### src/rtl/tacq_pkg.sv
// Shared types and constants for the timed action queue.
package tacq_pkg;

    // Operation codes
    localparam logic [2:0] OP_CHECK     = 3'd0;
    localparam logic [2:0] OP_ADD_REL   = 3'd1;
    localparam logic [2:0] OP_ADD_EXACT = 3'd2;
    localparam logic [2:0] OP_CLEAR     = 3'd3;
    localparam logic [2:0] OP_ADJUST    = 3'd4;

    localparam int ENTRY_CNT_W = 5;

    typedef struct packed {
        logic [2:0]         operation;
        logic [7:0]         action_code;
        logic [31:0]        current_time;
        logic [31:0]        time_offset;
        logic [31:0]        abs_due_time;
        logic signed [31:0] adjustment;
    } cmd_t;

    typedef struct packed {
        logic                   fired;
        logic [7:0]             fired_action;
        logic                   accepted;
        logic [ENTRY_CNT_W-1:0] entry_count;
    } rsp_t;

    typedef struct packed {
        logic [7:0]  action;
        logic [31:0] due_time;
        logic        is_exact;
    } entry_t;

    // Broadcast from the queue control to every cell
    typedef struct packed {
        logic        do_pop;
        logic        do_insert;
        logic        do_adjust;
        entry_t      new_entry;
        logic [31:0] adj;
    } cell_ctrl_t;

endpackage

### src/rtl/tacq_cell.sv
// One slot of the queue: holds an entry, shifts with its neighbors.
module tacq_cell #(
    parameter int IDX   = 0,
    parameter int CNT_W = 5
) (
    input  logic                clk,
    input  logic [CNT_W-1:0]    count,
    input  tacq_pkg::cell_ctrl_t ctrl,
    input  tacq_pkg::entry_t    left_entry,
    input  tacq_pkg::entry_t    right_entry,
    input  logic                pass_in,
    output logic                pass_out,
    output tacq_pkg::entry_t    entry
);

    tacq_pkg::entry_t entry_reg;
    tacq_pkg::entry_t entry_next;
    logic             occupied;
    logic             passes;

    assign occupied = count > CNT_W'(IDX);
    assign passes   = occupied && (ctrl.new_entry.due_time > entry_reg.due_time);

    always_comb
    begin
        entry_next = entry_reg;
        pass_out   = 1'b0;
        if (ctrl.do_insert)
        begin
            // insert walk: every cell ahead of this one was earlier than the new entry
            pass_out = pass_in && passes;
            if (!pass_in)
            begin
                entry_next = left_entry;
            end
            else if (!passes)
            begin
                entry_next = ctrl.new_entry;
            end
        end
        else if (ctrl.do_pop)
        begin
            entry_next = right_entry;
        end
        else if (ctrl.do_adjust && occupied && !entry_reg.is_exact)
        begin
            entry_next.due_time = entry_reg.due_time + ctrl.adj;
        end
    end

    always_ff @(posedge clk)
    begin
        entry_reg <= entry_next;
    end

    assign entry = entry_reg;

endmodule

### src/rtl/timed_action_queue.sv
// Top level of the timed action queue: command register, control and cell chain.
//
// Usage:
//   cmd channel (cmd_valid/cmd_ready/cmd) takes one command beat: check, add
//   relative, add exact, clear or adjust. rsp channel (rsp_valid/rsp_ready/rsp)
//   returns exactly one response beat per command, in order.
//   The queue is a row of DEPTH cells, head at cell 0. All cells act in the
//   same cycle: insert shifts the tail right and drops the new entry at the
//   first cell whose due time is not earlier; check pops by shifting left;
//   adjust adds to relative entries in place.
//   Each command is first captured in the command register; the cell chain then
//   runs it and loads the response register. A new command is accepted only
//   after the previous one has executed.
//   The insert position ripples through the cell chain, one stage per cell.
//   If the receiver stalls, the response is held and the next command waits
//   in the command register; cmd_ready stays low while that command waits.
//   Reset empties the queue (count to zero), clears rsp_valid and leaves
//   cmd_ready high; entry contents are left as they are and are never read
//   while unoccupied.
module timed_action_queue #(
    parameter int DEPTH = 16
) (
    input  logic             clk,
    input  logic             rst_n,
    input  logic             cmd_valid,
    output logic             cmd_ready,
    input  tacq_pkg::cmd_t   cmd,
    output logic             rsp_valid,
    input  logic             rsp_ready,
    output tacq_pkg::rsp_t   rsp
);

    localparam int CNT_W = $clog2(DEPTH + 1);

    tacq_pkg::cmd_t       cmd_reg;
    logic                 busy_reg;
    logic                 busy_next;
    logic [CNT_W-1:0]     cnt_reg;
    logic [CNT_W-1:0]     cnt_next;
    tacq_pkg::rsp_t       rsp_reg;
    tacq_pkg::rsp_t       rsp_next;
    logic                 rsp_valid_reg;
    logic                 rsp_valid_next;

    logic                 exec;
    logic                 full;
    logic                 head_due;
    tacq_pkg::cell_ctrl_t ctrl;
    tacq_pkg::entry_t     cell_q [DEPTH];
    logic [DEPTH:0]       pass;

    assign cmd_ready = !busy_reg;
    assign exec      = busy_reg && (!rsp_valid_reg || rsp_ready);
    assign full      = cnt_reg == CNT_W'(DEPTH);
    assign head_due  = (cnt_reg != '0) && (cell_q[0].due_time <= cmd_reg.current_time);

    // Decode the held command into cell controls and the response
    always_comb
    begin
        ctrl.do_pop                = 1'b0;
        ctrl.do_insert             = 1'b0;
        ctrl.do_adjust             = 1'b0;
        ctrl.new_entry.action      = cmd_reg.action_code;
        ctrl.new_entry.is_exact    = cmd_reg.operation == tacq_pkg::OP_ADD_EXACT;
        ctrl.new_entry.due_time    = ctrl.new_entry.is_exact ? cmd_reg.abs_due_time
                                   : cmd_reg.current_time + cmd_reg.time_offset;
        ctrl.adj                   = $unsigned(cmd_reg.adjustment);
        cnt_next                   = cnt_reg;
        rsp_next.fired             = 1'b0;
        rsp_next.fired_action      = '0;
        rsp_next.accepted          = 1'b1;
        unique case (cmd_reg.operation) inside
            tacq_pkg::OP_CHECK:
            begin
                if (head_due)
                begin
                    ctrl.do_pop           = exec;
                    rsp_next.fired        = 1'b1;
                    rsp_next.fired_action = cell_q[0].action;
                    cnt_next              = cnt_reg - 1'b1;
                end
            end
            tacq_pkg::OP_ADD_REL, tacq_pkg::OP_ADD_EXACT:
            begin
                if (full)
                begin
                    rsp_next.accepted = 1'b0;
                end
                else
                begin
                    ctrl.do_insert = exec;
                    cnt_next       = cnt_reg + 1'b1;
                end
            end
            tacq_pkg::OP_CLEAR:
            begin
                cnt_next = '0;
            end
            tacq_pkg::OP_ADJUST:
            begin
                ctrl.do_adjust = exec;
            end
            default:
            begin
            end
        endcase
        rsp_next.entry_count = tacq_pkg::ENTRY_CNT_W'(cnt_next);
    end

    // Cell chain; the insert walk starts at the head
    assign pass[0] = 1'b1;

    for (genvar i = 0; i < DEPTH; i++)
    begin : g_cell
        tacq_pkg::entry_t left_entry;
        tacq_pkg::entry_t right_entry;

        if (i == 0)
        begin : g_first
            assign left_entry = '0;
        end
        else
        begin : g_mid_l
            assign left_entry = cell_q[i-1];
        end

        if (i == DEPTH - 1)
        begin : g_last
            assign right_entry = '0;
        end
        else
        begin : g_mid_r
            assign right_entry = cell_q[i+1];
        end

        tacq_cell #(
            .IDX   (i),
            .CNT_W (CNT_W)
        ) u_cell (
            .clk         (clk),
            .count       (cnt_reg),
            .ctrl        (ctrl),
            .left_entry  (left_entry),
            .right_entry (right_entry),
            .pass_in     (pass[i]),
            .pass_out    (pass[i+1]),
            .entry       (cell_q[i])
        );
    end

    always_comb
    begin
        busy_next = busy_reg;
        if (cmd_valid && cmd_ready)
        begin
            busy_next = 1'b1;
        end
        else if (exec)
        begin
            busy_next = 1'b0;
        end

        rsp_valid_next = rsp_valid_reg;
        if (exec)
        begin
            rsp_valid_next = 1'b1;
        end
        else if (rsp_ready)
        begin
            rsp_valid_next = 1'b0;
        end
    end

    always_ff @(posedge clk or negedge rst_n)
    begin
        if (!rst_n)
        begin
            busy_reg      <= 1'b0;
            rsp_valid_reg <= 1'b0;
            cnt_reg       <= '0;
        end
        else
        begin
            busy_reg      <= busy_next;
            rsp_valid_reg <= rsp_valid_next;
            if (exec)
            begin
                cnt_reg <= cnt_next;
            end
        end
    end

    // Payload registers
    always_ff @(posedge clk)
    begin
        if (cmd_valid && cmd_ready)
        begin
            cmd_reg <= cmd;
        end
        if (exec)
        begin
            rsp_reg <= rsp_next;
        end
    end

    assign rsp_valid = rsp_valid_reg;
    assign rsp       = rsp_reg;

`ifndef SYNTHESIS
    a_cnt_bound: assert property (@(posedge clk) disable iff (!rst_n)
        cnt_reg <= CNT_W'(DEPTH))
        else $error("entry count above depth");

    a_exec_rsp: assert property (@(posedge clk) disable iff (!rst_n)
        exec |=> rsp_valid_reg && !busy_reg)
        else $error("executed command left no response");

    a_no_fire_code: assert property (@(posedge clk) disable iff (!rst_n)
        rsp_valid_reg && !rsp_reg.fired |-> rsp_reg.fired_action == 8'd0)
        else $error("action code without fire");

    a_pop_count: assert property (@(posedge clk) disable iff (!rst_n)
        ctrl.do_pop |=> cnt_reg == $past(cnt_reg) - 1'b1)
        else $error("pop did not decrement count");

    a_refuse_full: assert property (@(posedge clk) disable iff (!rst_n)
        exec && !rsp_next.accepted |-> full && !ctrl.do_insert)
        else $error("add refused while not full");
`endif

endmodule
### config.mk
export PLATFORM = sky130hd
export DESIGN_NAME = timed_action_queue
export DESIGN_NICKNAME = d
export VERILOG_FILES = /design/src/rtl/tacq_pkg.sv /design/src/rtl/tacq_cell.sv /design/src/rtl/timed_action_queue.sv
export SDC_FILE = /design/constraint.sdc
export NUM_CORES = 2
export LEC_CHECK = 0
export BUFFER_PORTS_ARGS = -buffer_cell sky130_fd_sc_hd__clkbuf_2
export CAP_MARGIN = 20
export CORE_UTILIZATION = 61
export DETAILED_ROUTE_END_ITERATION = 8
export PLACE_DENSITY = 0.89
export SLEW_MARGIN = 20
export SYNTH_ARGS = -nofsm -noshare
export SYNTH_HDL_FRONTEND = slang
export SYNTH_SLANG_ARGS = --single-unit
### constraint.sdc
create_clock -name clk -period 9.87 [get_ports clk]
set_clock_uncertainty 0.05 [all_clocks]
set_input_delay 1.4805 -clock clk [delete_from_list [all_inputs] [get_ports clk]]
set_output_delay 1.4805 -clock clk [all_outputs]
set_load 0.05 [all_outputs]
# Word level (Yosys, flattened, before mapping)
# Cells that the tools add are included.
[word_totals]
wordCells = 414
ff_bits = 817
input_bits = 143
out_inout_bits = 17
[classes]
addsub = 19
magnitude_cmp = 33
n_reduce_logical = 139
muxes = 141
n_eq_ne = 21
[ops]
columns = ["op", "n"]
rows = [
  ["$mux W41", 47],
  ["$mux W32", 33],
  ["$add A32 B32 Y32", 17],
  ["$gt A32 B32 Y1", 16],
  ["$mux W8", 16],
  ["$reduce_and A2 Y1", 33],
  ["$logic_and A1 B1 Y1", 65],
  ["$reduce_bool A3 Y1", 16],
  ["$ne A3 B3 Y1 const B", 15],
  ["$mux W1", 41],
  ["$gt A5 B4 Y1 const B", 8],
  ["$le A32 B32 Y1", 1],
  ["$gt A5 B3 Y1 const B", 4],
  ["$logic_not A1 Y1", 18],
  ["$pmux W5 S3", 1],
  ["$gt A5 B1 Y1 const B", 2],
  ["$gt A5 B2 Y1 const B", 2],
  ["$mux W5", 2],
  ["$mux W9", 1],
  ["$eq A3 B2 Y1 const B", 2],
  ["$reduce_bool A2 Y1", 3],
  ["$add A5 B1 Y5 const B", 1],
  ["$eq A5 B5 Y1 const B", 1],
  ["$reduce_bool A5 Y1", 1],
  ["7 further kinds", 7],
]

# Longest topological paths before layout
[logic_depth]
word_depth = 36
depth_mapped = 30
mapped_depth_nobuf = 27

# By module
# A second synthesis with hierarchy kept.
[unflattened]
hier_cells = 9810
area_unflattened_um2 = 86025.0
[by_module_without_submodules]
columns = ["mod", "cells_each", "n_inst", "seq_area_each_um2", "area_each_um2"]
rows = [
  ["timed_action_queue", 651, 1, 4799.6, 8096.5],
  ["tacq_cell at g_cell[3].u_cell", 584, 1, 1231.2, 4971.0],
  ["tacq_cell at g_cell[15].u_cell", 586, 1, 1231.2, 4964.8],
  ["tacq_cell at g_cell[5].u_cell", 579, 1, 1231.2, 4907.2],
  ["tacq_cell at g_cell[10].u_cell", 576, 1, 1231.2, 4894.7],
  ["tacq_cell at g_cell[12].u_cell", 577, 1, 1231.2, 4893.4],
  ["tacq_cell at g_cell[2].u_cell", 572, 1, 1231.2, 4893.4],
  ["tacq_cell at g_cell[0].u_cell", 578, 1, 1231.2, 4890.9],
  ["tacq_cell at g_cell[13].u_cell", 576, 1, 1231.2, 4888.4],
  ["tacq_cell at g_cell[4].u_cell", 574, 1, 1231.2, 4880.9],
  ["tacq_cell at g_cell[11].u_cell", 571, 1, 1231.2, 4878.4],
  ["tacq_cell at g_cell[14].u_cell", 572, 1, 1231.2, 4878.4],
  ["tacq_cell at g_cell[1].u_cell", 569, 1, 1231.2, 4870.9],
  ["tacq_cell at g_cell[7].u_cell", 564, 1, 1231.2, 4805.9],
  ["+3 rows", "n/a", "n/a", "n/a", "n/a"],
]

# Least setup slack after synthesis
# Ideal clock, no wire load.
[synth_timing]
path_type = "input to register"
from = "input port cmd_valid"
to = "register cmd_reg[0] (netlist bit), enable pin"
setup_ns = 0.655
n_path_buf = 0
t_arrival_ns = 7.499
stages = 1
required_ns = 9.165
path_slack_ns = 1.666
cell_sequence = "nor2b_1"
[synth_between]
elab_chain_len = 1
[synth_lines]
columns = ["item", "line", "rtl"]
rows = [
  ["start, declared", "timed_action_queue.sv:25", "input logic cmd_valid,"],
  ["$logic_and A1 B1 Y1", "timed_action_queue.sv:196", "if (cmd_valid && cmd_ready)"],
  ["end signal, assigned", "timed_action_queue.sv:198", "cmd_reg <= cmd;"],
  ["end, declared", "timed_action_queue.sv:35", "tacq_pkg::cmd_t cmd_reg;"],
]
# No other way between the ends.
# A chain may end at the register's enable or synchronous reset.

# Final worst setup path
[layout_timing]
from = "register cmd_reg[96] (netlist bit)"
to = "register g_cell[13].u_cell.entry_reg (netlist bit g_cell[13].u_cell.entry[4]), enable pin"
[layout_between]
elab_chain_len = 31
word_cells_on_any_way = 62
cone_classes = "add/sub: 1; order compare: 15; eq/ne: 1; mux: 16; reduce/logical: 29"
[layout_lines]
columns = ["item", "line", "rtl"]
rows = [
  ["$add A32 B32 Y32", "timed_action_queue.sv:66", ": cmd_reg.current_time + cmd_reg.time_offset;"],
  ["$mux W32", "timed_action_queue.sv:65", "ctrl.new_entry.due_time = ctrl.new_entry.is_exact ? cmd_reg.abs_due_time"],
  ["$gt A32 B32 Y1", "tacq_cell.sv:22", "assign passes = occupied && (ctrl.new_entry.due_time > entry_reg.due_time);"],
  ["$logic_and A1 B1 Y1", "tacq_cell.sv:22", ""],
  ["$mux W1", "tacq_cell.sv:28", "if (ctrl.do_insert)"],
  ["$logic_and A1 B1 Y1", "tacq_cell.sv:31", "pass_out = pass_in && passes;"],
  ["$mux W1", "tacq_cell.sv:28", ""],
  ["$logic_and A1 B1 Y1", "tacq_cell.sv:31", ""],
  ["[15 not listed]", "n/a", ""],
  ["$logic_and A1 B1 Y1", "tacq_cell.sv:31", ""],
  ["$mux W1", "tacq_cell.sv:28", ""],
  ["$logic_and A1 B1 Y1", "tacq_cell.sv:31", ""],
  ["$mux W1", "tacq_cell.sv:28", ""],
  ["$logic_and A1 B1 Y1", "tacq_cell.sv:31", ""],
  ["$mux W1", "tacq_cell.sv:28", ""],
  ["$ne A3 B3 Y1 (no source line)", "n/a", ""],
  ["$reduce_and A2 Y1 (no source line) (*)", "n/a", ""],
  ["end signal, assigned", "tacq_cell.sv:53", "entry_reg <= entry_next;"],
  ["end, declared", "tacq_cell.sv:16", "tacq_pkg::entry_t entry_reg;"],
]
# Mark *: on every way between the ends. The rest lies on a longest branch, timed or not.

==> metrics <==
outcome=finished, final reports clean; EDFF count, synth=810; violation count after the first detailed-route iteration=11043; I/O pins=160; worst hold margin=0.501 ns; CTS sink count=817; RSZ-0062 raised after global routing=false; Worst Hold Class=reg2reg; Max VDD drop=0.262 mV; Synth cell types=93; Pleak=0.0359 uW; DR DRC count=0; first-pass GRT wire length=413000 um; clk slew on worst S/H paths=0.06 ns; Final min period=9.03 ns; HP Start=rsp_valid$_DFFE_PN0P_; FFs w/ async S/R, synth=0.857%; Rows=130; WL final=273000 um; gr usage total=41.5%; post-route ant nets=0; CTS Hold Bufs=0; synthesized area=77700 um2; Ys Warns=0; TritonCTS Buffers=93; cell count after synthesis=8793; total negative slack=0 ns; commonest non-fill, non-tap cells in the layout=1076 x ha_1, 810 x edfxtp_1, 716 x inv_1, 716 x a21oi_1, 693 x o21ai_0; CP startpoint kind=flip-flop; placed insts=10368; Max Fclk=0.111 GHz; Hold EP=rsp_valid$_DFFE_PN0P_; Hold Path Depth=2; Max-slew headroom=12.4%; Die Y-Extent=359 um; CP max-delay cell=o31ai_1; dpl hpwl=203000 um; total global routing overflow=0; Post-Layout Cell Count=10543; CTS resizes=0; antenna violations before repair=3; Crit Reg-Reg Startpoint=cmd_reg[96]$_DFFE_PP_; crit path DAT=9.32 ns; critical path buffer and inverter count=5; Layout area overhead=7.79%; core area=126000 um2; worst slew pin tran=1.31 ns; CP Class=reg2reg; PwrDens=320 nW/um2; max reg flops=656; final hold vios=0; Setup Buffers After CTS=0; Starting Density=61.7%; R2R Path End=g_cell[13].u_cell.entry[4]$_DFFE_PP_; sequential cell area=24500 um2; CTS root buffer=clkbuf_16; CTS H-Tree Depth=3; fin crit share=91.5%; layout cells sized above 1=6.44%; mean post-synth cell area=8.83 um2; vias in the first global route=74135; CTS tree=built; crit end category=flip-flop; Die W=359 um; final design area excluding fillers=83700 um2; Synth Net Count=10029; I/O Buffers=159; final setup violation count=0; largest buffer count on any clock path=3; register area share after synthesis=31.5%; Wirelength per Cell=25.8 um; Largest stage delay, worst path=0.81 ns; Reg2Reg Setup Slack=0.84 ns; # Max-Cap Violations=0; drt pass-1 iters=6; fin. max-slew vios=0; Synth Flop Type=edfxtp_1; final core area utilization=66.5%; Multi-input gate area=49300 um2; via count=75527; fill cell count=9890; nets=10051; placed inst area=80600 um2; GPL Wtd Cong=1.05; clk_lat worst skew=0.76 ns; via density per instance=7.16; largest net degree at the start of global routing=185; flops & latches, synth=817; commonest non-fill, non-tap cell in the layout=ha_1; Max FO, Critical Path=32; worst r2r path cells=26; die area=129000 um2; cell family with most CP delay=simple AND/OR/NAND/NOR gates; CP required=10.16 ns
metal layers:
| metal | vias up | wire (um) | track usage, % |
|---|---|---|---|
| met4 | 4 | 23300 | 31.9 |
| li1 | 33383 | - | - |
| met2 | 5652 | 119000 | 64.1 |
| met3 | 1231 | 34100 | 8.44 |
| met1 | 35257 | 96200 | 50.8 |
| met5 | - | 35 | 0.111 |
kinds of logic (layout without fill, tap and decap cells):
family                     after synthesis  count (layout)  share of synthesized area (%)
AOI/OAI and AO/OA                     3110            3110                           26.3
and+or+nand+nor                       2169            2169                           13.3
buffers and inverters                 1118            1217                           5.46
adders and majority gates             1093            1093                           17.8
DFF                                    817             817                           31.5
xor gates and xnor gates               429             429                           4.84
muxes                                   57              57                          0.748
other                                    0               1                              0
where the power goes:
part           switching, uW  total, uW  internal (uW)
Clock                   1630       3600           1970
Combinational          10400      16800           6450
Sequential               909       6350           5440
Total                  12900      26800          13900
worst max-delay path by stage:
stage                                     start                              endpoint  depth (start not counted)
after floorplan                       cmd_valid                  cmd_reg[0]$_DFFE_PP_                          1
after global placement    cmd_reg[96]$_DFFE_PP_  g_cell[13].u_cell.entry[1]$_DFFE_PP_                         26
after detailed placement  cmd_reg[96]$_DFFE_PP_  g_cell[13].u_cell.entry[1]$_DFFE_PP_                         26
after CTS                 cmd_reg[96]$_DFFE_PP_  g_cell[13].u_cell.entry[4]$_DFFE_PP_                         26
after global routing      cmd_reg[96]$_DFFE_PP_  g_cell[13].u_cell.entry[3]$_DFFE_PP_                         26
final                     cmd_reg[96]$_DFFE_PP_  g_cell[13].u_cell.entry[4]$_DFFE_PP_                         26
tightest hold or removal path, cell delays in order (launching register included):
cell	delay, ns
dfrtp_1	0.34
nand2b_1	0.09
nand2_1	0.08
cells in the mapped netlist, drive strengths merged (46+ instances only):
cell type  count  share of area (%)
inv          717                3.5
xor2         164                1.8
o21bai        58               0.56
a21o         360                3.5
clkbuf       308                1.5
nor4          53               0.43
a22oi        125                1.2
nor3         129               0.85
o21a         123                1.2
nand2        569                2.8
edfxtp       810                 31
a21oi        720                4.6
nand3        359                2.3
o211ai       250                2.4
buf           92               0.50
a221o         88                1.1
a31oi        128                1.0
or3           46               0.37
mux2i         52               0.68
o21ai        709                4.6
and3          60               0.48
xnor2        265                3.0
a211oi        56               0.55
nand2b        79               0.64
nand4        118               0.97
ha          1076                 17
nor2         533                2.6
o221ai       121                1.4
nor2b        115               0.93
cell type report:
cell class                      instances  area share [%]
Sequential cell                       817            29.3
Multi-Input combinational cell       6858            58.9
Timing Repair Buffer                  327            2.58
Antenna cell                            1         0.00299
Inverter                              718            3.22
Clock inverter                         63           0.677
Tap cell                             1650            2.47
Clock buffer                          109            2.93
metrics by stage:
step / setup slack (ns) / power, uW
CTS: 1.18 / 26000
finish: 0.841 / 26800
floorplan: 1.67 / 17500
detailed placement: 1.24 / 22400
global placement: 1.49 / 21600
global route: 0.705 / 28300
No activity file was read; power rests on OpenSTA's default activity.
